===== src/hdl/assert_macros.svh =====
// assertion helpers for the rtl
`ifndef ASSERT_MACROS_SVH
`define ASSERT_MACROS_SVH

// same-cycle implication
`define ASSERT_IMPLIES(label, clk, rst, pre, post, msg) \
  label: assert property (@(posedge clk) disable iff (rst) (pre) |-> (post)) \
    else $error(msg);

// next-cycle implication
`define ASSERT_NEXT(label, clk, rst, pre, post, msg) \
  label: assert property (@(posedge clk) disable iff (rst) (pre) |=> (post)) \
    else $error(msg);

`endif


===== src/hdl/fcm_ram.sv =====
module fcm_ram #(
  parameter int WIDTH = 16,
  parameter int DEPTH = 256
) (
  input  logic                     clk,
  input  logic                     we,
  input  logic [$clog2(DEPTH)-1:0] waddr,
  input  logic [WIDTH-1:0]         wdata,
  input  logic [$clog2(DEPTH)-1:0] raddr,
  output logic [WIDTH-1:0]         rdata
);

  logic [WIDTH-1:0] mem [DEPTH];

  always_ff @(posedge clk) begin
    if (we) begin
      mem[waddr] <= wdata;
    end
    rdata <= mem[raddr];
  end

endmodule


===== config.mk =====
export PLATFORM = sky130hd
export DESIGN_NAME = fcm_ram
export DESIGN_NICKNAME = d
export VERILOG_FILES = /design/src/hdl/assert_macros.svh /design/src/hdl/fcm_ram.sv
export SDC_FILE = /design/constraint.sdc
export NUM_CORES = 2
export LEC_CHECK = 0
export BUFFER_PORTS_ARGS = -buffer_cell sky130_fd_sc_hd__buf_2
export CORE_MARGIN = 5
export CORE_UTILIZATION = 26
export CTS_CLUSTER_DIAMETER = 60
export CTS_CLUSTER_SIZE = 40
export DETAILED_ROUTE_END_ITERATION = 16
export GPL_ROUTABILITY_DRIVEN = 0
export PLACE_DENSITY = 0.43
export REMOVE_ABC_BUFFERS = 1
export SETUP_SLACK_MARGIN = 0.05
export SLEW_MARGIN = 30
export SYNTH_ARGS = -nofsm -noshare
export SYNTH_HDL_FRONTEND = slang
export SYNTH_SLANG_ARGS = --single-unit

===== constraint.sdc =====
create_clock -name clk -period 2.85 [get_ports clk]
set_clock_uncertainty 0.1 [all_clocks]
set_input_delay 0.57 -clock clk [delete_from_list [all_inputs] [get_ports clk]]
set_output_delay 0.57 -clock clk [all_outputs]
set_load 0.02 [all_outputs]

==> flow_metrics.tcl <==
set metrics [dict create \
    synth_top_area_cell "edfxtp_1" \
    slowest_delay_ns 0.54 \
    syn_inst 7360 \
    violations "setup timing" \
    antenna_found_initial 40 \
    cp-end-kind "register" \
    cts_buffers 339 \
    ctsRootBufferMaster "clkbuf_16" \
    io_pins 50 \
    port_buffers 49 \
    drc 0 \
    crit_buf_inv 7 \
    synth_xor_xnor_area_share_pct 0 \
    gr-total-overflow 0 \
    netlist_top_cells_area "edfxtp_1 77%, mux4_2 11%, mux2i_1 3.6%" \
    postPlaceCellArea_um2 181000 \
    routed-via-count 80300 \
    setup_viol 1 \
    cp_max_fo 13 \
    fin_ws_ns -0.0237 \
    clk_latency_ns 1.03 \
    timing.final.crit_period_ns 2.87 \
    ir_drop_mv 0.482 \
    dieHeight_um 791 \
    ys.flop_type "edfxtp_1" \
    hp-class "in -> reg" \
    ys_seq_elements 4112 \
    clkSinkCount 4112 \
    final_cell_count_no_fill 16900 \
    worstPathArrival_ns 3.67 \
    avgSynthCellArea_um2 21.6 \
    drive_gt1_share_pct 33.4 \
    worst_pin_slew_ns 0.919 \
    crit_path_top_delay_cell "or4b_4" \
    path_cells "buf_16 -> buf_16 -> buf_16 -> buf_12 -> buf_6 -> mux2_2 -> a221oi_1 -> a22oi_1 -> buf_4 -> nand4_1 -> buf_4 -> or4b_4 -> nor4_2" \
    crit_path_frequent_cell "buf_16" \
    row_count 287 \
    post_drt_wl_per_cell_um 29.4 \
    postRouteAntennaNets 0 \
    cp-start-kind "input port" \
    core_area_um2 610000 \
    finalMaxSlewViolations 0 \
    synthAdderAreaFrac_pct 0 \
    fin_hold_ws_ns 0.282 \
    total_power_mw 126 \
    min_period_over_period_pct 101 \
    dp_hpwl_um 323000 \
    synth_top_area_share_pct 77.5 \
    grt_setup_unrepaired "false" \
    syn2layout_area_growth_pct 22.0 \
    grt_pass1_wl_um 684000 \
    path_clk_slew_ns 0.09 \
    dieArea_um2 626000 \
    ys_seq_area_share_pct 77.7 \
    wl_um 497000 \
    hold_viol 0 \
    clockBufferDepth 4 \
    grt_max_degree 101 \
    syn-cell-area_um2 159000 \
    die_x_um 791 \
    synth_top_family_by_area "multiplexers" \
    placed_cells 16200 \
    synthSimpleGateAreaFrac_pct 1.57 \
    crit_family "buffers and inverters" \
    drt_pre_antenna_iters 5 \
    crit_required_ns 3.65 \
    viasPerCell 4.75 \
    power_density_nw_per_um2 649 \
    status "complete, but fails checks" \
    synth_common_cells "4096 x edfxtp_1, 797 x mux4_2, 565 x mux2i_1" \
    synth_mux_area_share_pct 15.5 \
    fin_nets 8536 \
    max_freq_mhz 348 \
    crit_type "in -> reg" \
    synth_edf_count 4096 \
    track_usage_pct 15.5 \
    async_reset_ff_share_pct 0 \
    maxSlewHeadroom_pct 38.8 \
    synth.distinct_cells 52 \
    yosysWarnings 0 \
    synth_compound_area_share_pct 3.54 \
    drt_iter0_drc 7677 \
    htreeDepth 5 \
    fin_area_um2 194000 \
    p_leak_nw 61.2 \
    cts_tree "yes" \
    post-synth-top-count-cell "edfxtp_1" \
    grt_pass1_vias 81600 \
    cap_violations 0 \
    start_util_pct 26.0 \
]
worst min-delay path, delay by kind of cell:
kind | cells | cell delay (ns)
buf+inv | 2 | 0.33
simple gates | 2 | 0.31
area by class of cell:
type,instances,area (µm²)
fill,58200,416000
sequential,4112,123000
multi-input combinational,2792,33500
timing repair buffer,1253,14300
tap,8092,10100
clock buffer,359,8660
clock inverter,266,3550
antenna,22,55.1
inverter,4,27.5
path summary, 6_finish.rpt:
path | startpoint | endpoint | slack, ns | cells after the start
hold / removal | waddr[1] | mem[151][1] | 0.28 | 4
hold reg to reg | mem[250][8] | rdata[8] | 0.94 | 6
setup / recovery | raddr[0] | rdata[4] | -0.02 | 13
setup reg to reg | mem[54][14] | rdata[14] | 0.08 | 6
kinds of logic after synthesis:
| logic type | count (synthesis) |
|---|---|
| flops | 4112 |
| simple gates | 556 |
| mux | 1450 |
| compound gates | 786 |
| buf+inv | 456 |
stage by stage:
step / worst slack [ns] / util [%] / setup TNS (ns)
3_5_place_dp: -1.38 / 29.6 / -18.52
6_report: -0.0237 / 31.7 / -0.0237
4_1_cts: 0.0503 / 31.7 / 0
5_1_grt: 0.0460 / 31.7 / 0
3_3_place_gp: -1.69 / 29.6 / -19.35
2_1_floorplan: -4.32 / - / -67.06
registers in the layout, summed over array words and instances, names as in the netlist:
name   cells
rdata     16
mem     4096
metal layers:
layer | track usage, % | wire length, µm | vias up
met3 | 1.88 | 22900 | 499
met4 | 4.00 | 14500 | 4
met2 | 26.1 | 244000 | 2109
met5 | 0 | 28 | -
li1 | - | - | 33700
met1 | 21.1 | 216000 | 44000
repair_timing:
action | in CTS | in global routing
hold endpoints to repair | 541 | 0
buffers inserted | 12 | 0
hold buffers | 16 | 0
pin swaps | 1 | 4
gates cloned | 1 | 2
resized for setup | 34 | 23
setup endpoints to repair | 11 | 12
cells in the final DEF, fill, tap and decap left out, types with 148 or more instances in the layout:
| cell type | netlist | final |
|---|---|---|
| o22ai_1 | 148 | 148 |
| buf_12 | 5 | 367 |
| mux4_2 | 797 | 797 |
| clkbuf_16 | 0 | 346 |
| o221ai_1 | 252 | 249 |
| nor2_1 | 304 | 157 |
| mux2i_1 | 565 | 565 |
| edfxtp_1 | 4096 | 4096 |
| buf_4 | 26 | 806 |
| a21oi_1 | 175 | 174 |
where the power goes:
part,total [mW],internal [mW],switching [mW]
Clock,51.0,25.6,25.4
Combinational,7.82,3.01,4.81
Sequential,66.7,66.6,0.162
(Power assumes the default switching activity.)
