--- config.mk ---
export PLATFORM = sky130hd
export DESIGN_NAME = fcm_out_reg_flat
export DESIGN_NICKNAME = d
export VERILOG_FILES = /design/src/hdl/assert_macros.svh /design/src/hdl/fcm_pkg.sv /design/src/hdl/fcm_if.sv /design/src/hdl/fcm_out_reg.sv /design/src/flat_wrapper.sv
export SDC_FILE = /design/constraint.sdc
export NUM_CORES = 1
export LEC_CHECK = 0
export BUFFER_PORTS_ARGS = -buffer_cell sky130_fd_sc_hd__buf_2
export CAP_MARGIN = 20
export CORE_MARGIN = 5
export CORE_UTILIZATION = 35
export DETAILED_ROUTE_END_ITERATION = 7
export GPL_TIMING_DRIVEN = 0
export PLACE_DENSITY = 0.72
export SYNTH_ARGS = -nofsm -noshare
export SYNTH_HDL_FRONTEND = slang
export SYNTH_SLANG_ARGS = --single-unit
--- constraint.sdc ---
create_clock -name clk -period 1.01 [get_ports clk]
set_input_delay 0 -clock clk [delete_from_list [all_inputs] [get_ports clk]]
set_output_delay 0 -clock clk [all_outputs]
set_load 0.02 [all_outputs]
--- src/hdl/assert_macros.svh ---
// assertion helpers for the rtl
`ifndef ASSERT_MACROS_SVH
`define ASSERT_MACROS_SVH

// same-cycle implication
`define ASSERT_IMPLIES(label, clk, rst, pre, post, msg) \
  label: assert property (@(posedge clk) disable iff (rst) (pre) |-> (post)) \
    else $error(msg);

// next-cycle implication
`define ASSERT_NEXT(label, clk, rst, pre, post, msg) \
  label: assert property (@(posedge clk) disable iff (rst) (pre) |=> (post)) \
    else $error(msg);

`endif

--- src/hdl/fcm_pkg.sv ---
package fcm_pkg;

  localparam int TABLE_ENTRIES = 8192;
  localparam int TABLE_AW      = $clog2(TABLE_ENTRIES);
  localparam int FILE_SLOTS    = 128;
  localparam int SLOT_W        = 7;
  localparam int BLOCK_BYTES   = 4096;
  localparam int BLOCK_SHIFT   = $clog2(BLOCK_BYTES);
  localparam int LINK_W        = 16;
  localparam int CNT_W         = 14;
  localparam int CMD_W         = 3;
  localparam int OFFSET_W      = 26;
  localparam int STEP_W        = OFFSET_W - BLOCK_SHIFT;
  localparam int DBC_RESET     = 8192;

  localparam logic [LINK_W-1:0] END_MARK = 16'hFFFF;

  typedef enum logic [CMD_W-1:0] {
    CMD_LOAD_ENTRY = 3'd0,
    CMD_LOAD_FIRST = 3'd1,
    CMD_LOCATE     = 3'd2,
    CMD_APPEND     = 3'd3,
    CMD_FREE_CHAIN = 3'd4,
    CMD_COUNT_FREE = 3'd5
  } cmd_t;

  typedef struct packed {
    logic [LINK_W-1:0] block;
    logic [CNT_W-1:0]  free_count;
    logic              status;
  } result_t;

  typedef struct packed {
    logic                we;
    logic [TABLE_AW-1:0] waddr;
    logic [LINK_W-1:0]   wdata;
    logic [TABLE_AW-1:0] raddr;
  } link_port_t;

  typedef struct packed {
    logic              we;
    logic [SLOT_W-1:0] waddr;
    logic [LINK_W-1:0] wdata;
    logic [SLOT_W-1:0] raddr;
  } slot_port_t;

endpackage

--- src/hdl/fcm_if.sv ---


interface fcm_out_if;
  import fcm_pkg::*;

  logic              valid;
  logic              ready;
  logic [LINK_W-1:0] block;
  logic [CNT_W-1:0]  free_count;
  logic              status;

  modport source (
    output valid, block, free_count, status,
    input  ready
  );
  modport sink (
    input  valid, block, free_count, status,
    output ready
  );
endinterface

--- src/hdl/fcm_out_reg.sv ---
module fcm_out_reg (
  input  logic             clk,
  input  logic             rst,
  input  logic             load_valid,
  output logic             load_ready,
  input  fcm_pkg::result_t load_data,
  fcm_out_if.source        out_ch
);
  import fcm_pkg::*;

  logic    valid;
  result_t data;

  assign load_ready = !valid || out_ch.ready;

  always_ff @(posedge clk) begin
    if (rst) begin
      valid <= 1'b0;
    end else if (load_valid && load_ready) begin
      valid <= 1'b1;
    end else if (out_ch.ready) begin
      valid <= 1'b0;
    end
  end

  always_ff @(posedge clk) begin
    if (load_valid && load_ready) begin
      data <= load_data;
    end
  end

  assign out_ch.valid      = valid;
  assign out_ch.block      = data.block;
  assign out_ch.free_count = data.free_count;
  assign out_ch.status     = data.status;

endmodule

--- src/flat_wrapper.sv ---
// flat-port wrapper written by rule: the top's interface ports become plain ports
module fcm_out_reg_flat import fcm_pkg::*;
  (clk, rst, load_valid, load_ready, load_data, out_ch_valid, out_ch_block, out_ch_free_count, out_ch_status, out_ch_ready);
  fcm_out_if out_ch_i ();
  input  logic clk;
  input  logic rst;
  input  logic load_valid;
  output logic load_ready;
  input  fcm_pkg::result_t load_data;
  output wire logic [$bits(out_ch_i.valid)-1:0] out_ch_valid;
  output wire logic [$bits(out_ch_i.block)-1:0] out_ch_block;
  output wire logic [$bits(out_ch_i.free_count)-1:0] out_ch_free_count;
  output wire logic [$bits(out_ch_i.status)-1:0] out_ch_status;
  input wire logic [$bits(out_ch_i.ready)-1:0] out_ch_ready;
  assign out_ch_valid = out_ch_i.valid;
  assign out_ch_block = out_ch_i.block;
  assign out_ch_free_count = out_ch_i.free_count;
  assign out_ch_status = out_ch_i.status;
  assign out_ch_i.ready = out_ch_ready;
  fcm_out_reg u_core (.clk(clk), .rst(rst), .load_valid(load_valid), .load_ready(load_ready), .load_data(load_data), .out_ch(out_ch_i));
endmodule
==> results of run 1 <==
==> cells by family after synthesis <==
logic type	share of synthesized area
compound gates	0.00888
buf+inv	0.00380
simple gates	0.0228
flops	0.964
==> sequential cells by signal (all words and copies together), names as in the netlist <==
| signal | count |
|---|---|
| u_core.out_ch.free_count | 14 |
| u_core.out_ch.valid | 1 |
| u_core.out_ch.status | 1 |
| u_core.out_ch.block | 16 |
==> final cells by class <==
type	count	area, um^2	share of cell area
Sequential cell	32	955	0.526
Inverter	1	3.75	0.00207
Tap cell	31	38.8	0.0214
Multi-Input combinational cell	6	57.6	0.0317
Timing Repair Buffer	102	683	0.377
Clock inverter	2	35.0	0.0193
Clock buffer	6	41.3	0.0228
==> worst reg2reg max path: cells and delay by family (launching register included) <==
| kind | cells | cell delay (ns) |
|---|---|---|
| flip-flops | 1 | 0.37 |
| AND/OR/NAND/NOR | 2 | 0.33 |
==> worst paths after layout <==
check                                                      start                               end  slack (ns)  cells after the start
worst max-delay path            u_core.out_ch.valid$_SDFFE_PP0P_  u_core.out_ch.block[6]$_DFFE_PP_        0.02                      2
worst min-delay path                                         rst  u_core.out_ch.valid$_SDFFE_PP0P_        0.36                      3
worst max register to register  u_core.out_ch.valid$_SDFFE_PP0P_  u_core.out_ch.block[6]$_DFFE_PP_        0.02                      2
worst min register to register  u_core.out_ch.valid$_SDFFE_PP0P_  u_core.out_ch.valid$_SDFFE_PP0P_        0.65                      3
==> cell usage after synthesis (all sizes together) <==
cell type | count | area (um^2)
edfxtp | 31 | 931
a21oi | 1 | 8.76
and2 | 1 | 8.76
dfxtp | 1 | 20.0
inv | 1 | 3.75
nand2b | 1 | 13.8
==> through the flow <==
stage	setup TNS (ns)	instances	utilization	hold slack, ns
after floorplan	-4.40	36	-	0.0533
after global placement	-3.64	134	0.499	0.150
after detailed placement	-4.79	134	0.499	0.150
after CTS	0	179	0.660	0.324
after global routing	-0.212	180	0.664	0.339
final	0	180	0.664	0.361
==> metal layers <==
metal  GRT usage  routed length, um  part of all wire
met5           0                  0                 0
met4      0.0637                 36             0.013
met3       0.112                436              0.16
met2       0.231               1290              0.47
met1       0.141                949              0.35
==> power by group <==
part           switching [W]  total [W]  internal (W)
sequential         0.0000184    0.00156       0.00154
clock               0.000413   0.000932      0.000519
combinational       0.000205   0.000406      0.000201
total               0.000636    0.00290       0.00226
==> repair_timing <==
item / 4_1_cts / 5_1_grt
buffers inserted: 0 / 1
hold endpoints to repair: 32 / 0
gates resized for setup: 2 / 1
pin swaps: 2 / 0
cloned: 3 / 0
setup endpoints to repair: 31 / 26
hold buffers: 34 / 0
==> qor.yml, run 1 <==
status: "finished, final reports clean"
wire_per_inst_um: 15.0
cpLargestDelayFamily: "flip-flops"
overflow: 0
clock-root-buffer: "clkbuf_4"
clk_latency_ns: 0.32
leakagePower_nw: 0.794
grt_usage: 0.147
grt_first_pass_wirelength_um: 4400
rsz0062_at_grt: "true"
viasPerCell: 4.47
drv_slew: 0
fillers: 192
cp.buffers_inverters: 0
die_w_um: 63.1
required_ns: 1.04
maxCapViolCount: 0
tightest_slew_ns: 0.134
grt_antenna_before_repair: 0
fin_crit_ns: 0.991
seq_area_frac_synth: 0.964
period_share: 0.982
syn_inst: 36
cts.sinks: 32
dp_slack_ns: -0.156
fmaxAchievable_mhz: 1010
ios: 68
drive_gt1_frac: 0.550
finClkSkew_ns: 0.0140
synth-seq-cells: 32
syn-mean-instance-area_um2: 27.4
setup_ws_ns: 0.0186
fin_area_um2: 1810
grt_pass1_vias: 917
synth_nets: 71
ant_nets: 0
setup_violations: 0
core_um2: 2730
drc: 0
endpoint_kind: "register"
slew_headroom: 0.911
worstSetupPathType: "reg -> reg"
dieArea_um2: 3980
io_buffers: 67
critPathSlowestCell: "dfxtp_4"
dpl_cell_area_um2: 1360
power_w: 0.00290
area_growth_pct: 84.0
cp-start-kind: "register"
antenna_cells: 0
crit_path_cell_trace: "nand2b_4, and2_4"
cts_tree: "yes"
clk_pin_slew_worst_paths_ns: 0.10
ys_warn_count: 0
syn_area_um2: 986
drt_pass1_iterations: 4
drt-total-wl_um: 2710
hold_class: "in -> reg"
nets: 183
grt_max_degree: 11
p_per_area_nw_per_um2: 1600
cts_buffers: 5
hold_viol: 0
cts.path.max_buffers: 2
gp_congestion: 0.618
num_rows: 19
via_count: 804
worst_ir_drop_vdd_mv: 1.21
final_cell_mix: "67 x buf_2, 34 x dlygate4sd3_1, 31 x edfxtp_1"
slowest_delay_ns: 0.37
crit_fanout: 8
fp.dieH_um: 63.1
drt_iter0_markers: 9
htreeDepth: 2
cp_data_arrival_time_ns: 1.02
initial_core_util: 0.361
synthDistinctLibCells: 6
layout_commonest_cell: "buf_2"
Power figures use the tool's default switching activity.
==> run 2, diff against run 1 <==
CORE_ASPECT_RATIO = 1.5   (was unset)
==> run 2 against run 1 <==
Against the previous run: register-to-register slack gained 0.02 ns; setup slack gained 0.019 ns; largest cell class unchanged; critical endpoint is now u_core.out_ch.free_count[4]$_DFFE_PP_; maximum frequency is 2.0% higher; critical path type unchanged.
==> qor.yml, run 2 (synthesis gave the netlist of run 1 again) <==
drv_slew: 0  # unchanged
drive_gt1_frac: 0.541  # was 0.550
cts_buffers: 5  # unchanged
htreeDepth: 2  # unchanged
placed_cells: 140  # was 134
period_share: 0.962  # was 0.982
tightest_slew_ns: 0.118  # was 0.134 ns
finClkSkew_ns: 0.00567  # was 0.0140 ns
overflow: 0  # unchanged
num_rows: 23  # was 19
viasPerCell: 4.15  # was 4.47
timing.hold.ws_ns: 0.0642  # was 0.361 ns
rsz0062_at_grt: "false"  # was true
cts_tree: "yes"  # unchanged
layout_commonest_cell: "buf_2"  # unchanged
io_buffers: 67  # unchanged
largest_register_ffs: 16  # unchanged
dieArea_um2: 4000  # was 3980 um^2
setup_violations: 0  # unchanged
drt_pass1_iterations: 4  # unchanged
grt_first_pass_wirelength_um: 3880  # was 4400 um
grt_usage: 0.142  # was 0.147
cts.path.max_buffers: 2  # unchanged
drc: 0  # unchanged
grt_pass1_vias: 883  # was 917
fp.dieH_um: 75.0  # was 63.1 um
rrSetupSlack_ns: 0.04  # was 0.02 ns
clk_pin_slew_worst_paths_ns: 0.06  # was 0.10 ns
antenna_cells: 0  # unchanged
worst_ir_drop_vdd_mv: 1.38  # was 1.21 mV
r2r.worst_path.cells: 2  # unchanged
cp_data_arrival_time_ns: 0.95  # was 1.02 ns
hold_class: "in -> reg"  # unchanged
critPathSlowestCell: "dfxtp_4"  # unchanged
endpoint_kind: "register"  # unchanged
clock-root-buffer: "clkbuf_8"  # was clkbuf_4
wire_per_inst_um: 14.6  # was 15.0 um
r2r_start: "u_core.out_ch.valid$_SDFFE_PP0P_"  # unchanged
timing.rr.end: "u_core.out_ch.free_count[4]$_DFFE_PP_"  # was u_core.out_ch.block[6]$_DFFE_PP_
fillers: 220  # was 192
ant_nets: 0  # unchanged
power_w: 0.00282  # was 0.00290 W
cts.sinks: 32  # unchanged
status: "finished, final reports clean"  # unchanged
final_cell_mix: "67 x buf_2, 33 x dlygate4sd3_1, 31 x edfxtp_1"  # was 67 x buf_2, 34 x dlygate4sd3_1, 31 x edfxtp_1
worstSetupPathType: "reg -> reg"  # unchanged
crit_fanout: 8  # unchanged
via_count: 760  # was 804
initial_core_util: 0.364  # was 0.361
required_ns: 0.98  # was 1.04 ns
final_cells: 183  # was 180
drt-total-wl_um: 2670  # was 2710 um
leakagePower_nw: 0.782  # was 0.794 nW
clk_latency_ns: 0.27  # was 0.32 ns
slew_headroom: 0.921  # was 0.911
core_um2: 2710  # was 2730 um^2
maxCapViolCount: 0  # unchanged
die_w_um: 53.3  # was 63.1 um
area_growth_pct: 83.0  # was 84.0%
hold_start: "out_ch_ready"  # was rst
ios: 68  # unchanged
fin_crit_ns: 0.972  # was 0.991 ns
fmaxAchievable_mhz: 1030  # was 1010 MHz
grt_antenna_before_repair: 0  # unchanged
min_to: "u_core.out_ch.valid$_SDFFE_PP0P_"  # unchanged
worstHoldPathCells: 3  # unchanged
hold_viol: 0  # unchanged
p_per_area_nw_per_um2: 1570  # was 1600 nW/um^2
grt_max_degree: 16  # was 11
crit_path_cell_trace: "nand2b_4, and2_4"  # unchanged
gp_congestion: 0.566  # was 0.618
cp-start-kind: "register"  # unchanged
drt_iter0_markers: 36  # was 9
slowest_delay_ns: 0.35  # was 0.37 ns
nets: 181  # was 183
==> run 2: layout make-up <==
type	instances	area [um^2]	area share
clock buffer	5	68.8	0.0381
clock inverter	2	7.51	0.00416
inverter	1	3.75	0.00208
multi-input combinational	6	57.6	0.0319
sequential	32	955	0.529
tap	37	46.3	0.0257
timing repair buffer	100	666	0.369
==> run 2: worst max-delay path by stage <==
stage                                     start                                      to  slack, ns
3_3_place_gp   u_core.out_ch.valid$_SDFFE_PP0P_  u_core.out_ch.free_count[10]$_DFFE_PP_      -0.13
5_1_grt        u_core.out_ch.valid$_SDFFE_PP0P_        u_core.out_ch.block[6]$_DFFE_PP_       0.01
6_report       u_core.out_ch.valid$_SDFFE_PP0P_   u_core.out_ch.free_count[4]$_DFFE_PP_       0.04
3_5_place_dp   u_core.out_ch.valid$_SDFFE_PP0P_  u_core.out_ch.free_count[10]$_DFFE_PP_      -0.16
4_1_cts        u_core.out_ch.valid$_SDFFE_PP0P_  u_core.out_ch.free_count[13]$_DFFE_PP_      -0.01
2_1_floorplan  u_core.out_ch.valid$_SDFFE_PP0P_        u_core.out_ch.block[0]$_DFFE_PP_      -0.14
==> run 2: timing repair <==
action	CTS	global route
setup buffers	0	0
hold buffers	33	0
pin swaps	2	0
cloned	2	1
endpoints found under the setup margin	31	15
gates resized for setup	2	1
hold endpoints to repair	32	0
==> run 2: power breakdown <==
part | switching (W) | internal, W
registers | 0.0000206 | 0.00155
clock network | 0.000406 | 0.000453
logic | 0.000200 | 0.000197
==> run 2: worst max-delay path, delay by kind of cell, from the launching register on <==
kind	cells	cell delay (ns)
DFF	1	0.35
and+or+nand+nor	2	0.33
==> run 2: through the flow <==
step	cell area, um^2	setup slack [ns]	util	TNS [ns]
floorplan	990	-0.142	-	-4.40
global placement	1370	-0.128	0.507	-3.95
detailed placement	1370	-0.158	0.507	-4.87
CTS	1800	-0.0125	0.664	-0.146
global route	1800	0.0128	0.667	0
finish	1800	0.0379	0.667	0
==> run 2: per-layer routing <==
layer / global-route usage / part of all wire / vias up / routed length, um
li1: - / - / 363 / -
met1: 0.138 / 0.32 / 346 / 860
met2: 0.258 / 0.57 / 47 / 1520
met3: 0.0574 / 0.095 / 4 / 255
met4: 0.0625 / 0.013 / 0 / 35
met5: 0 / 0 / - / 0
