<file path="src/hdl/assert_macros.svh">
// assertion helpers for the rtl
`ifndef ASSERT_MACROS_SVH
`define ASSERT_MACROS_SVH

// same-cycle implication
`define ASSERT_IMPLIES(label, clk, rst, pre, post, msg) \
  label: assert property (@(posedge clk) disable iff (rst) (pre) |-> (post)) \
    else $error(msg);

// next-cycle implication
`define ASSERT_NEXT(label, clk, rst, pre, post, msg) \
  label: assert property (@(posedge clk) disable iff (rst) (pre) |=> (post)) \
    else $error(msg);

`endif

</file>
<file path="src/hdl/fcm_pkg.sv">
package fcm_pkg;

  localparam int TABLE_ENTRIES = 8192;
  localparam int TABLE_AW      = $clog2(TABLE_ENTRIES);
  localparam int FILE_SLOTS    = 128;
  localparam int SLOT_W        = 7;
  localparam int BLOCK_BYTES   = 4096;
  localparam int BLOCK_SHIFT   = $clog2(BLOCK_BYTES);
  localparam int LINK_W        = 16;
  localparam int CNT_W         = 14;
  localparam int CMD_W         = 3;
  localparam int OFFSET_W      = 26;
  localparam int STEP_W        = OFFSET_W - BLOCK_SHIFT;
  localparam int DBC_RESET     = 8192;

  localparam logic [LINK_W-1:0] END_MARK = 16'hFFFF;

  typedef enum logic [CMD_W-1:0] {
    CMD_LOAD_ENTRY = 3'd0,
    CMD_LOAD_FIRST = 3'd1,
    CMD_LOCATE     = 3'd2,
    CMD_APPEND     = 3'd3,
    CMD_FREE_CHAIN = 3'd4,
    CMD_COUNT_FREE = 3'd5
  } cmd_t;

  typedef struct packed {
    logic [LINK_W-1:0] block;
    logic [CNT_W-1:0]  free_count;
    logic              status;
  } result_t;

  typedef struct packed {
    logic                we;
    logic [TABLE_AW-1:0] waddr;
    logic [LINK_W-1:0]   wdata;
    logic [TABLE_AW-1:0] raddr;
  } link_port_t;

  typedef struct packed {
    logic              we;
    logic [SLOT_W-1:0] waddr;
    logic [LINK_W-1:0] wdata;
    logic [SLOT_W-1:0] raddr;
  } slot_port_t;

endpackage

</file>
<file path="src/hdl/fcm_if.sv">
interface fcm_in_if;
  import fcm_pkg::*;

  logic                valid;
  logic                ready;
  logic [CMD_W-1:0]    command;
  logic [SLOT_W-1:0]   file_slot;
  logic [TABLE_AW-1:0] entry_address;
  logic [LINK_W-1:0]   entry_value;
  logic [OFFSET_W-1:0] byte_offset;

  modport source (
    output valid, command, file_slot, entry_address, entry_value, byte_offset,
    input  ready
  );
  modport sink (
    input  valid, command, file_slot, entry_address, entry_value, byte_offset,
    output ready
  );
endinterface


</file>
<file path="src/hdl/fcm_seq.sv">
`include "assert_macros.svh"

module fcm_seq (
  input  logic                        clk,
  input  logic                        rst,
  fcm_in_if.sink                      in_ch,
  input  logic [fcm_pkg::CNT_W-1:0]   data_block_count,
  output fcm_pkg::link_port_t         link_port,
  input  logic [fcm_pkg::LINK_W-1:0]  link_rdata,
  output fcm_pkg::slot_port_t         slot_port,
  input  logic [fcm_pkg::LINK_W-1:0]  slot_rdata,
  output logic                        res_valid,
  input  logic                        res_ready,
  output fcm_pkg::result_t            res
);
  import fcm_pkg::*;

  typedef enum logic [9:0] {
    S_CLEAR    = 10'b00_0000_0001,
    S_IDLE     = 10'b00_0000_0010,
    S_FB       = 10'b00_0000_0100,
    S_HEAD     = 10'b00_0000_1000,
    S_WALK_RD  = 10'b00_0001_0000,
    S_WALK_CHK = 10'b00_0010_0000,
    S_SCAN     = 10'b00_0100_0000,
    S_LINK1    = 10'b00_1000_0000,
    S_LINK2    = 10'b01_0000_0000,
    S_DONE     = 10'b10_0000_0000
  } state_t;

  state_t              state, state_next;
  logic [CNT_W-1:0]    idx, idx_next;
  cmd_t                cmd, cmd_next;
  logic [SLOT_W-1:0]   slot, slot_next;
  logic [STEP_W-1:0]   steps, steps_next;
  logic [LINK_W-1:0]   b, b_next;
  logic [LINK_W-1:0]   head, head_next;
  logic [CNT_W-1:0]    s, s_next;
  logic                chk_v, chk_v_next;
  logic [TABLE_AW-1:0] chk_idx, chk_idx_next;
  logic [CNT_W-1:0]    cnt, cnt_next;
  logic [TABLE_AW-1:0] found, found_next;
  result_t             res_next;

  logic [CNT_W-1:0]    lim;
  logic                slot_ok;
  logic                b_in;
  logic                issue;
  logic                hit;

  assign lim     = (32'(data_block_count) > TABLE_ENTRIES) ? CNT_W'(TABLE_ENTRIES)
                                                            : data_block_count;
  assign slot_ok = 32'(in_ch.file_slot) < FILE_SLOTS;
  assign b_in    = 32'(b) < TABLE_ENTRIES;
  assign issue   = idx < lim;
  assign hit     = chk_v && (link_rdata == '0);

  always_comb begin
    state_next   = state;
    idx_next     = idx;
    cmd_next     = cmd;
    slot_next    = slot;
    steps_next   = steps;
    b_next       = b;
    head_next    = head;
    s_next       = s;
    chk_v_next   = 1'b0;
    chk_idx_next = chk_idx;
    cnt_next     = cnt;
    found_next   = found;
    res_next     = res;
    link_port       = '0;
    link_port.raddr = b[TABLE_AW-1:0];
    slot_port       = '0;
    slot_port.raddr = slot;
    in_ch.ready  = 1'b0;
    res_valid    = 1'b0;

    unique case (state)
      S_CLEAR: begin
        link_port.we    = 1'b1;
        link_port.waddr = idx[TABLE_AW-1:0];
        link_port.wdata = '0;
        if (32'(idx) < FILE_SLOTS) begin
          slot_port.we    = 1'b1;
          slot_port.waddr = idx[SLOT_W-1:0];
          slot_port.wdata = END_MARK;
        end
        if (32'(idx) == TABLE_ENTRIES - 1) begin
          idx_next   = '0;
          state_next = S_IDLE;
        end else begin
          idx_next = idx + 1'b1;
        end
      end

      S_IDLE: begin
        in_ch.ready = 1'b1;
        if (in_ch.valid) begin
          cmd_next   = cmd_t'(in_ch.command);
          slot_next  = in_ch.file_slot;
          steps_next = in_ch.byte_offset[OFFSET_W-1:BLOCK_SHIFT];
          res_next.block      = END_MARK;
          res_next.free_count = '0;
          res_next.status     = 1'b0;
          state_next          = S_DONE;
          case (in_ch.command)
            CMD_LOAD_ENTRY: begin
              link_port.we    = 1'b1;
              link_port.waddr = in_ch.entry_address;
              link_port.wdata = in_ch.entry_value;
            end
            CMD_LOAD_FIRST: begin
              if (slot_ok) begin
                slot_port.we    = 1'b1;
                slot_port.waddr = in_ch.file_slot;
                slot_port.wdata = in_ch.entry_value;
              end else begin
                res_next.status = 1'b1;
              end
            end
            CMD_LOCATE, CMD_APPEND, CMD_FREE_CHAIN: begin
              if (slot_ok) begin
                state_next = S_FB;
              end else begin
                res_next.status = 1'b1;
              end
            end
            CMD_COUNT_FREE: begin
              idx_next   = '0;
              cnt_next   = '0;
              state_next = S_SCAN;
            end
            default: begin
              res_next.status = 1'b1;
            end
          endcase
        end
      end

      S_FB: begin
        state_next = S_HEAD;
      end

      S_HEAD: begin
        b_next    = slot_rdata;
        head_next = slot_rdata;
        s_next    = '0;
        if (cmd == CMD_APPEND && slot_rdata == END_MARK) begin
          idx_next   = '0;
          state_next = S_SCAN;
        end else if (cmd == CMD_APPEND && !(32'(slot_rdata) < TABLE_ENTRIES)) begin
          res_next.status = 1'b1;
          state_next      = S_DONE;
        end else begin
          state_next = S_WALK_RD;
        end
      end

      S_WALK_RD: begin
        state_next = S_WALK_CHK;
        case (cmd)
          CMD_LOCATE: begin
            if (s == steps || b == END_MARK) begin
              res_next.block  = b;
              res_next.status = (b == END_MARK);
              state_next      = S_DONE;
            end else if (!b_in) begin
              res_next.block  = END_MARK;
              res_next.status = 1'b1;
              state_next      = S_DONE;
            end
          end
          CMD_FREE_CHAIN: begin
            if (b == END_MARK || !b_in || !(32'(s) < TABLE_ENTRIES)) begin
              slot_port.we    = 1'b1;
              slot_port.waddr = slot;
              slot_port.wdata = END_MARK;
              state_next      = S_DONE;
            end
          end
          default: begin
          end
        endcase
      end

      S_WALK_CHK: begin
        state_next = S_WALK_RD;
        case (cmd)
          CMD_LOCATE: begin
            b_next = link_rdata;
            s_next = s + 1'b1;
          end
          CMD_FREE_CHAIN: begin
            link_port.we    = 1'b1;
            link_port.waddr = b[TABLE_AW-1:0];
            link_port.wdata = '0;
            b_next          = link_rdata;
            s_next          = s + 1'b1;
          end
          default: begin
            if (link_rdata == END_MARK) begin
              idx_next   = '0;
              state_next = S_SCAN;
            end else begin
              b_next = link_rdata;
              s_next = s + 1'b1;
              if (!(32'(link_rdata) < TABLE_ENTRIES) || 32'(s) + 1 >= TABLE_ENTRIES) begin
                res_next.status = 1'b1;
                state_next      = S_DONE;
              end
            end
          end
        endcase
      end

      S_SCAN: begin
        link_port.raddr = idx[TABLE_AW-1:0];
        chk_v_next      = issue;
        chk_idx_next    = idx[TABLE_AW-1:0];
        if (issue) begin
          idx_next = idx + 1'b1;
        end
        if (cmd == CMD_APPEND) begin
          if (hit) begin
            found_next = chk_idx;
            chk_v_next = 1'b0;
            state_next = S_LINK1;
          end else if (!issue && !chk_v) begin
            res_next.status = 1'b1;
            state_next      = S_DONE;
          end
        end else begin
          if (hit) begin
            cnt_next = cnt + 1'b1;
          end
          if (!issue && !chk_v) begin
            res_next.free_count = cnt;
            state_next          = S_DONE;
          end
        end
      end

      S_LINK1: begin
        if (head == END_MARK) begin
          slot_port.we    = 1'b1;
          slot_port.waddr = slot;
          slot_port.wdata = LINK_W'(found);
        end else begin
          link_port.we    = 1'b1;
          link_port.waddr = b[TABLE_AW-1:0];
          link_port.wdata = LINK_W'(found);
        end
        state_next = S_LINK2;
      end

      S_LINK2: begin
        link_port.we    = 1'b1;
        link_port.waddr = found;
        link_port.wdata = END_MARK;
        res_next.block  = LINK_W'(found);
        state_next      = S_DONE;
      end

      S_DONE: begin
        res_valid = 1'b1;
        if (res_ready) begin
          state_next = S_IDLE;
        end
      end

      default: begin
        state_next = S_IDLE;
      end
    endcase
  end

  always_ff @(posedge clk) begin
    if (rst) begin
      state <= S_CLEAR;
      idx   <= '0;
      chk_v <= 1'b0;
    end else begin
      state <= state_next;
      idx   <= idx_next;
      chk_v <= chk_v_next;
    end
  end

  always_ff @(posedge clk) begin
    cmd     <= cmd_next;
    slot    <= slot_next;
    steps   <= steps_next;
    b       <= b_next;
    head    <= head_next;
    s       <= s_next;
    chk_idx <= chk_idx_next;
    cnt     <= cnt_next;
    found   <= found_next;
    res     <= res_next;
  end

  `ASSERT_NEXT(a_accept_leaves_idle, clk, rst, in_ch.valid && in_ch.ready, state != S_IDLE, "accepted beat did not start work")
  `ASSERT_IMPLIES(a_no_write_in_scan, clk, rst, state == S_SCAN, !link_port.we, "table written during scan")
  `ASSERT_IMPLIES(a_scan_bound, clk, rst, state == S_SCAN, 32'(idx) <= TABLE_ENTRIES, "scan index past table")
  `ASSERT_NEXT(a_done_handoff, clk, rst, res_valid && res_ready, state == S_IDLE, "result handoff did not return to idle")

endmodule

</file>
<file path="src/flat_wrapper.sv">
// flat-port wrapper written by rule: the top's interface ports become plain ports
module fcm_seq_flat import fcm_pkg::*;
  (clk, rst, data_block_count, link_port, link_rdata, slot_port, slot_rdata, res_valid, res_ready, res, in_ch_valid, in_ch_command, in_ch_file_slot, in_ch_entry_address, in_ch_entry_value, in_ch_byte_offset, in_ch_ready);
  fcm_in_if in_ch_i ();
  input  logic clk;
  input  logic rst;
  input  logic [fcm_pkg::CNT_W-1:0] data_block_count;
  output fcm_pkg::link_port_t link_port;
  input  logic [fcm_pkg::LINK_W-1:0] link_rdata;
  output fcm_pkg::slot_port_t slot_port;
  input  logic [fcm_pkg::LINK_W-1:0] slot_rdata;
  output logic res_valid;
  input  logic res_ready;
  output fcm_pkg::result_t res;
  input wire logic [$bits(in_ch_i.valid)-1:0] in_ch_valid;
  input wire logic [$bits(in_ch_i.command)-1:0] in_ch_command;
  input wire logic [$bits(in_ch_i.file_slot)-1:0] in_ch_file_slot;
  input wire logic [$bits(in_ch_i.entry_address)-1:0] in_ch_entry_address;
  input wire logic [$bits(in_ch_i.entry_value)-1:0] in_ch_entry_value;
  input wire logic [$bits(in_ch_i.byte_offset)-1:0] in_ch_byte_offset;
  output wire logic [$bits(in_ch_i.ready)-1:0] in_ch_ready;
  assign in_ch_i.valid = in_ch_valid;
  assign in_ch_i.command = in_ch_command;
  assign in_ch_i.file_slot = in_ch_file_slot;
  assign in_ch_i.entry_address = in_ch_entry_address;
  assign in_ch_i.entry_value = in_ch_entry_value;
  assign in_ch_i.byte_offset = in_ch_byte_offset;
  assign in_ch_ready = in_ch_i.ready;
  fcm_seq u_core (.clk(clk), .rst(rst), .in_ch(in_ch_i), .data_block_count(data_block_count), .link_port(link_port), .link_rdata(link_rdata), .slot_port(slot_port), .slot_rdata(slot_rdata), .res_valid(res_valid), .res_ready(res_ready), .res(res));
endmodule
</file>
<file path="config.mk">
export PLATFORM = sky130hd
export DESIGN_NAME = fcm_seq_flat
export DESIGN_NICKNAME = d
export VERILOG_FILES = /design/src/hdl/fcm_pkg.sv /design/src/hdl/fcm_if.sv /design/src/hdl/fcm_seq.sv /design/src/flat_wrapper.sv
export VERILOG_INCLUDE_DIRS = /design/src /design/src/hdl
export SDC_FILE = /design/constraint.sdc
export NUM_CORES = 1
export LEC_CHECK = 0
export BUFFER_PORTS_ARGS = -buffer_cell sky130_fd_sc_hd__buf_4
export CAP_MARGIN = 25
export CORE_UTILIZATION = 55
export CTS_CLUSTER_DIAMETER = 30
export DETAILED_ROUTE_END_ITERATION = 10
export PLACE_DENSITY_LB_ADDON = 0.12
export SYNTH_ARGS = -nofsm -noshare
export SYNTH_HDL_FRONTEND = slang
export SYNTH_SLANG_ARGS = --single-unit
export TNS_END_PERCENT = 5
</file>
<file path="constraint.sdc">
create_clock -name clk -period 6.9 [get_ports clk]
set_input_delay 1.035 -clock clk [delete_from_list [all_inputs] [get_ports clk]]
set_output_delay 1.035 -clock clk [all_outputs]
set_load 0.01 [all_outputs]
</file>
==> impl_results.rst, run 1 <==
.. list-table::
   :header-rows: 1

   * - Metric
     - Value
   * - Run status
     - finished, final reports clean
   * - Fraction of layout instances using a drive strength above 1
     - 0.2474
   * - Minimum clock period
     - 4622 ps
   * - Number of clock buffers inserted by TritonCTS
     - 17
   * - Maximum number of pins on one net before global-route repair
     - 44
   * - Count of final hold-check violations
     - 0
   * - Biggest fanout along the worst timing path
     - 17
   * - Placer's final routability congestion estimate
     - 0.9267
   * - Max-cap viol count
     - 0
   * - Hold path startpoint
     - u_core.chk_idx[10]
   * - Number of instances resized during post-cts repair
     - 0
   * - Buffers on Ports
     - 209
   * - Core region area
     - 15830 sq um
   * - Maximum clock rate
     - 216.4 MHz
   * - Clock network latency to the later pin of the worst-skew pair
     - 440 ps
   * - IR drop worst, VDD
     - 206.6 uV
   * - Total negative setup slack
     - 0 ps
   * - Combined area of all synthesized cells
     - 8864 sq um
   * - Number of post-CTS setup repair buffers
     - 0
   * - Number of hold-repair buffers added at the cts stage
     - 0
   * - Arrival time of data at the critical path endpoint
     - 3590 ps
   * - Post-synthesis sequential element count
     - 166
   * - DP Worst Slack
     - 2810 ps
   * - Worst-case headroom to the max-slew limit
     - 0.3092
   * - Clock transition at the register clock pins on the worst setup and hold paths after CTS
     - 70 ps
   * - Antenna fix cells
     - 0
   * - CP startpoint
     - u_core.state[0]
   * - Transition at the pin with the smallest max-transition slack
     - 1029 ps
   * - Final design area excluding fillers
     - 11200 sq um
   * - Post-Synthesis Cells
     - 875
   * - Total Die Area
     - 16630 sq um
   * - Area share of the largest cell type after synthesis
     - 0.4777
   * - Global-route usage over all layers
     - 0.2969
   * - Number of vias per cell after detailed routing
     - 6.070
   * - Post-DP Area
     - 10580 sq um
   * - Async set or reset register ratio after synthesis
     - 0
   * - Starting density of the core
     - 0.5600
   * - CTS Root Buffer Type
     - sky130_fd_sc_hd__clkbuf_16
   * - Y dimension of the die
     - 128.9 um
   * - Post-route DRC
     - 0
   * - Initial antenna violation count
     - 0
   * - DP Wirelength
     - 17460 um
   * - Number of sinks on the clock net
     - 166
   * - First-pass GRT wire length
     - 37040 um
   * - EDFF count, synth
     - 141
   * - Critical path capture point type
     - primary output
   * - Number of top-level pins
     - 222
   * - Setup violation total in the final timing report
     - 0
   * - Cell variety after synth
     - 64
   * - Syn-to-layout area delta
     - 26.41%
   * - Critical Path Start Type
     - flip-flop
   * - Hold Path Class
     - flip-flop to flip-flop
   * - Power density over the cells
     - 240.6 nW/um^2
   * - Number of nets with antenna violations after detailed routing
     - 0
   * - Synth Area per Inst
     - 10.13 sq um
   * - Detailed Route WL
     - 24190 um
   * - Synth warn
     - 0
   * - Cells taking the most area after synthesis
     - sky130_fd_sc_hd__edfxtp_1 48%, sky130_fd_sc_hd__nand2_1 7.5%, sky130_fd_sc_hd__dfxtp_1 5.6%
   * - Placed insts
     - 1258
   * - CTS tree
     - done
   * - Static power due to leakage
     - 0.004387 uW
   * - Initial DRC Count
     - 963
   * - Data required, critical path
     - 5860 ps
   * - Final critical-path share of the clock period
     - 0.6698
   * - Rows
     - 46
   * - Commonest cells after routing, fill and taps aside
     - 223 x sky130_fd_sc_hd__buf_4, 178 x sky130_fd_sc_hd__nand2_1, 141 x sky130_fd_sc_hd__edfxtp_1, 54 x sky130_fd_sc_hd__nor2_1, 37 x sky130_fd_sc_hd__o21ai_0
   * - Critical setup path kind
     - flip-flop to primary output
   * - Sequential element share of the synthesized area
     - 0.5342
   * - RSZ-0062 raised after global routing
     - false
   * - Number of iterations in the first detailed-routing pass
     - 7
   * - DIE WIDTH
     - 128.9 um
   * - Maximum clock insertion buffer count
     - 2
   * - Number of global-route vias before repair
     - 7023
   * - Post-synthesis net count
     - 1006
   * - Setup WS post-layout
     - 2278 ps
   * - Non-filler cells in the finished layout
     - 1291
   * - Count of nets after finishing
     - 1193
   * - Top flip-flop cell by instance count after synthesis
     - sky130_fd_sc_hd__edfxtp_1
   * - Total number of vias
     - 7836
   * - Count of H-tree levels built during CTS
     - 4
   * - Sum of overflow across all layers after global routing
     - 0
   * - Maximum clock skew at final layout
     - 12.09 ps
   * - Most common cell after layout, fill and taps aside
     - sky130_fd_sc_hd__buf_4
   * - WL/cell
     - 18.74 um
   * - Power, Total
     - 2696 uW
   * - Final Max Tran Viols
     - 0
   * - R2r startpoint
     - u_core.s[10]
   * - Cell type contributing the most total cell area after synthesis
     - sky130_fd_sc_hd__edfxtp_1
-- cell usage after synthesis, types with 3 or more instances --
cell type / n
sky130_fd_sc_hd__nor4b_1: 5
sky130_fd_sc_hd__a222oi_1: 20
sky130_fd_sc_hd__a21oi_1: 23
sky130_fd_sc_hd__or3_1: 12
sky130_fd_sc_hd__a21o_1: 5
sky130_fd_sc_hd__o21ai_1: 3
sky130_fd_sc_hd__buf_2: 9
sky130_fd_sc_hd__o21ai_0: 38
sky130_fd_sc_hd__nand4_1: 27
sky130_fd_sc_hd__nand3b_1: 4
sky130_fd_sc_hd__mux2i_1: 7
sky130_fd_sc_hd__xnor2_1: 25
sky130_fd_sc_hd__a221o_1: 26
sky130_fd_sc_hd__nand2_1: 178
sky130_fd_sc_hd__o32ai_1: 3
sky130_fd_sc_hd__and4_1: 5
sky130_fd_sc_hd__clkbuf_1: 41
sky130_fd_sc_hd__o31ai_1: 6
sky130_fd_sc_hd__nand3_1: 35
sky130_fd_sc_hd__nor3_1: 17
sky130_fd_sc_hd__xor2_1: 13
sky130_fd_sc_hd__nor4_1: 17
sky130_fd_sc_hd__ha_1: 16
sky130_fd_sc_hd__nand2b_1: 5
sky130_fd_sc_hd__nor2b_1: 5
sky130_fd_sc_hd__o211ai_1: 7
sky130_fd_sc_hd__dfxtp_1: 25
sky130_fd_sc_hd__inv_1: 17
sky130_fd_sc_hd__nor2_1: 55
sky130_fd_sc_hd__a211oi_1: 3
sky130_fd_sc_hd__and2_1: 20
sky130_fd_sc_hd__or4_1: 7
sky130_fd_sc_hd__and3_1: 12
sky130_fd_sc_hd__edfxtp_1: 141
-- area by class of cell --
class / count / area, sq um
Clock buffer: 17 / 425.4
Clock inverter: 15 / 187.7
Fill cell: 1208 / 4623
Inverter: 18 / 67.56
Multi-Input combinational cell: 636 / 3845
Sequential cell: 166 / 4735
Tap cell: 216 / 270.3
Timing Repair Buffer: 223 / 1674
-- worst max-delay path, cell delays in order (launching register included) --
cell and delay, ps:
sky130_fd_sc_hd__dfxtp_1 550, sky130_fd_sc_hd__nor4b_1 490, sky130_fd_sc_hd__and3_1 710, sky130_fd_sc_hd__and3_1 470, sky130_fd_sc_hd__or2_1 580, sky130_fd_sc_hd__a221o_1 210, sky130_fd_sc_hd__buf_4 120
-- power breakdown --
group	total (uW)	switching, uW	leakage, uW	internal (uW)
Sequential	1170	47.6	0.00144	1120
Combinational	550	304	0.00266	246
Clock	976	426	0.000292	550
-- per-layer routing --
metal,global-route usage,share of wire,vias up
met3,0.06237,0.092,54
met4,0.1356,0.028,0
li1,-,-,3668
met2,0.4750,0.48,430
met1,0.3898,0.40,3684
met5,0,0,-
-- cell families after synthesis --
family | Yosys count | share of synthesized area
AND/OR/NAND/NOR | 421 | 0.2360
multiplexers | 7 | 0.007905
flip-flops | 166 | 0.5342
AO/OA/AOI/OAI | 154 | 0.1278
XOR/XNOR | 38 | 0.03755
adder cells (fa/ha/maj) | 16 | 0.02259
buffers and inverters | 73 | 0.03402
-- worst paths after layout --
path	to	slack, ps	cells after the start
max	slot_port[12]	2280	6
min	u_core.found[10]	420	0
max reg2reg	u_core.res[29]	3780	7
min reg2reg	u_core.found[10]	420	0
-- flip-flops by register name (all words and copies together) (netlist names), 14 cells and up --
register,cells
u_core.res,31
u_core.head,16
u_core.b,16
u_core.cnt,14
u_core.idx,14
u_core.s,14
u_core.steps,14
-- per-stage QoR --
stage,util,hold slack [ps]
after detailed placement,0.6687,405.4
after floorplan,-,400.3
after global routing,0.7079,422.4
after global placement,0.6682,400.5
final,0.7079,416.1
after CTS,0.7074,419.5
Power figures use the tool's default switching activity.
==> inputs of run 2 (changes only) <==
--- a/config.mk
+++ b/config.mk
@@ -8,7 +8,7 @@
 export LEC_CHECK = 0
 export BUFFER_PORTS_ARGS = -buffer_cell sky130_fd_sc_hd__buf_4
 export CAP_MARGIN = 25
-export CORE_UTILIZATION = 55
+export CORE_UTILIZATION = 54
 export CTS_CLUSTER_DIAMETER = 30
 export DETAILED_ROUTE_END_ITERATION = 10
 export PLACE_DENSITY_LB_ADDON = 0.12
==> constraint.sdc (replaced) <==
create_clock -name clk -period 4.6 [get_ports clk]
set_input_delay 0.69 -clock clk [delete_from_list [all_inputs] [get_ports clk]]
set_output_delay 0.69 -clock clk [all_outputs]
set_load 0.01 [all_outputs]
==> run 2 against run 1 <==
Die area up 1.8%. Routed wire length up 2.1%. Final cell count grew 0.39%. Clock-buffer cell count did not move. Non-clock buffer count rose by 5. Register-to-register slack got worse by 2200 ps. Flip-flop and latch count unchanged. Hold slack gained 4.0 ps. Largest cell class unchanged.
==> impl_results.rst, run 2 (synthesized netlist as in run 1, its figures left out) <==
.. list-table::
   :header-rows: 1

   * - Metric
     - Value
   * - Global-route usage over all layers
     - 0.2958 (-0.001023)
   * - WL/cell
     - 19.06 um (+1.7%)
   * - Number of top-level pins
     - 222 (unchanged)
   * - Largest registers
     - u_core.res x31, u_core.b x16, u_core.head x16
   * - Minimum clock period
     - 3956 ps
   * - Most common cell after layout, fill and taps aside
     - sky130_fd_sc_hd__buf_4
   * - Initial antenna violation count
     - 0 (unchanged)
   * - Run status
     - finished, final reports clean
   * - Initial DRC Count
     - 895 (-7.1%)
   * - CP startpoint
     - u_core.state[0]
   * - Arrival time of data at the critical path endpoint
     - 3270 ps (-320 ps)
   * - Power density over the cells
     - 365.0 nW/um^2 (+52%)
   * - Number of global-route vias before repair
     - 7206 (+2.6%)
   * - Total number of vias
     - 7914 (+1.0%)
   * - Starting density of the core
     - 0.5560 (-0.004043)
   * - Number of iterations in the first detailed-routing pass
     - 9 (+2)
   * - Detailed Route WL
     - 24700 um (+2.1%)
   * - Number of instances resized during post-cts repair
     - 0 (unchanged)
   * - Maximum clock skew at final layout
     - 9.798 ps (-2.290 ps)
   * - Worst path max stage delay
     - 570 ps (-140 ps)
   * - Count of final hold-check violations
     - 0 (unchanged)
   * - Critical-path cell list
     - nor4b_1 -> and3_1 -> buf_4 -> and3_1 -> or2_1 -> a221o_1 -> buf_4
   * - Post-route DRC
     - 0 (unchanged)
   * - Number of clock buffers inserted by TritonCTS
     - 17 (unchanged)
   * - Number of vias per cell after detailed routing
     - 6.106 (+0.61%)
   * - Register containing the most flip-flops in the final layout
     - u_core.res
   * - Buffer and inverter count on the worst path
     - 2 (+1)
   * - Hold Path Class
     - flip-flop to flip-flop
   * - Hold path startpoint
     - u_core.chk_idx[8]
   * - Setup violation total in the final timing report
     - 0 (unchanged)
   * - Number of post-CTS setup repair buffers
     - 0 (unchanged)
   * - Final critical-path share of the clock period
     - 0.8600
   * - Static power due to leakage
     - 0.004394 uW (+0.16%)
   * - Total negative setup slack
     - 0 ps (unchanged)
   * - Total Die Area
     - 16930 sq um (+1.8%)
   * - Sum of overflow across all layers after global routing
     - 0 (unchanged)
   * - Number of hold-repair buffers added at the cts stage
     - 0 (unchanged)
   * - Rows
     - 46 (unchanged)
   * - Buffers on Ports
     - 209 (unchanged)
   * - Placer's final routability congestion estimate
     - 0.8939 (-3.5%)
   * - Y dimension of the die
     - 130.1 um (+0.91%)
   * - Flip-flop count of the largest register, all copies and words added
     - 31 (unchanged)
   * - Commonest cells after routing, fill and taps aside
     - 227 x sky130_fd_sc_hd__buf_4, 178 x sky130_fd_sc_hd__nand2_1, 141 x sky130_fd_sc_hd__edfxtp_1, 54 x sky130_fd_sc_hd__nor2_1, 37 x sky130_fd_sc_hd__o21ai_0
   * - Total of fill cells in the finished design
     - 1211 (+0.25%)
   * - Setup WS post-layout
     - 644.2 ps (-1634 ps)
   * - Biggest fanout along the worst timing path
     - 17 (unchanged)
   * - Syn-to-layout area delta
     - 26.99%
   * - Critical path capture point type
     - primary output
   * - Maximum clock rate
     - 252.8 MHz
   * - Transition at the pin with the smallest max-transition slack
     - 1100 ps (+70.89 ps)
   * - IR drop worst, VDD
     - 407.8 uV (+97%)
   * - Fraction of layout instances using a drive strength above 1
     - 0.2500 (+0.002558)
   * - Data required, critical path
     - 3910 ps (-1950 ps)
   * - DP Worst Slack
     - 1171 ps (-1639 ps)
   * - Critical setup path kind
     - flip-flop to primary output
   * - DIE WIDTH
     - 130.1 um (+0.91%)
   * - Number of nets with antenna violations after detailed routing
     - 0 (unchanged)
   * - R2r startpoint
     - u_core.state[5]
   * - Standard cell with the maximum stage delay on the critical path
     - sky130_fd_sc_hd__dfxtp_1
   * - RSZ-0062 raised after global routing
     - false
   * - Maximum clock insertion buffer count
     - 2 (unchanged)
   * - Worst-case headroom to the max-slew limit
     - 0.2666 (-0.04266)
   * - Max-cap viol count
     - 0 (unchanged)
   * - Clock network latency to the later pin of the worst-skew pair
     - 430 ps (about the same)
   * - Core region area
     - 15940 sq um (+0.73%)
   * - Kind of cell adding the most delay to the critical path
     - simple AND/OR/NAND/NOR gates
   * - Critical Path Start Type
     - flip-flop
   * - Number of sinks on the clock net
     - 166 (unchanged)
   * - CTS Root Buffer Type
     - sky130_fd_sc_hd__clkbuf_16
   * - First-pass GRT wire length
     - 37400 um (+0.99%)
   * - Count of nets after finishing
     - 1198 (+0.42%)
   * - Count of H-tree levels built during CTS
     - 4 (unchanged)
   * - Antenna fix cells
     - 0 (unchanged)
   * - DP Wirelength
     - 17620 um (+0.91%)
   * - Clock transition at the register clock pins on the worst setup and hold paths after CTS
     - 60 ps (about the same)
   * - CTS tree
     - done
   * - Final Max Tran Viols
     - 0 (unchanged)
   * - Maximum number of pins on one net before global-route repair
     - 35 (-20%)
==> run 2: cell types whose count changed in the layout (fill, tap and decap cells not counted), sizes merged <==
cell      change
bufinv        +2
inv           -6
clkinvlp      -1
buf           +5
clkinv        +5
==> run 2: power breakdown <==
group          internal (uW)  total [uW]  switching, uW
combinational            378         835            457
sequential              1680        1760           75.1
clock                    913        1510            601
==> run 2: layer usage <==
layer	routed length, um	up-vias	track usage	share of wire
met3	2188	52	0.06437	0.089
met1	9815	3734	0.3757	0.40
li1	-	3686	-	-
met2	12020	442	0.4909	0.49
met5	0	-	0	0
met4	675	0	0.1224	0.027
==> run 2: final timing paths <==
check	endpoint	slack, ps	cells past startpoint
max	slot_port[11]	640	7
max reg2reg	u_core.cnt[6]	1540	7
min reg2reg	u_core.found[8]	420	0
min	u_core.found[8]	420	0
==> run 2: stage by stage <==
| stage | total power [uW] | hold slack, ps | utilization | cells | instance area (sq um) |
|---|---|---|---|---|---|
| after floorplan | 2249 | 400.3 | - | 875 | 8864 |
| after global placement | 2600 | 400.1 | 0.6662 | 1263 | 10620 |
| after detailed placement | 2613 | 404.5 | 0.6662 | 1263 | 10620 |
| after CTS | 4108 | 419.5 | 0.7057 | 1295 | 11250 |
| after global routing | 4248 | 419.7 | 0.7060 | 1296 | 11260 |
| final | 4108 | 420.1 | 0.7060 | 1296 | 11260 |
==> run 2: layout make-up <==
| type | count | area (sq um) | share of cell area |
|---|---|---|---|
| clock buffers | 17 | 425.4 | 0.03779 |
| well taps | 216 | 270.3 | 0.02401 |
| multi-input cells | 636 | 3845 | 0.3416 |
| flip-flops and latches | 166 | 4735 | 0.4206 |
| clock inverters | 15 | 203.9 | 0.01812 |
| repair buffers | 228 | 1709 | 0.1518 |
| inverters | 18 | 67.56 | 0.006003 |
==> run 2: worst reg2reg max path, cell delays in order, from the launching register on <==
cell                      delay (ps)
sky130_fd_sc_hd__dfxtp_1         440
sky130_fd_sc_hd__nor4_4          410
sky130_fd_sc_hd__nand4_2         130
sky130_fd_sc_hd__buf_4           270
sky130_fd_sc_hd__inv_1           700
sky130_fd_sc_hd__nand2_1         240
sky130_fd_sc_hd__o22ai_1         290
sky130_fd_sc_hd__buf_4           280
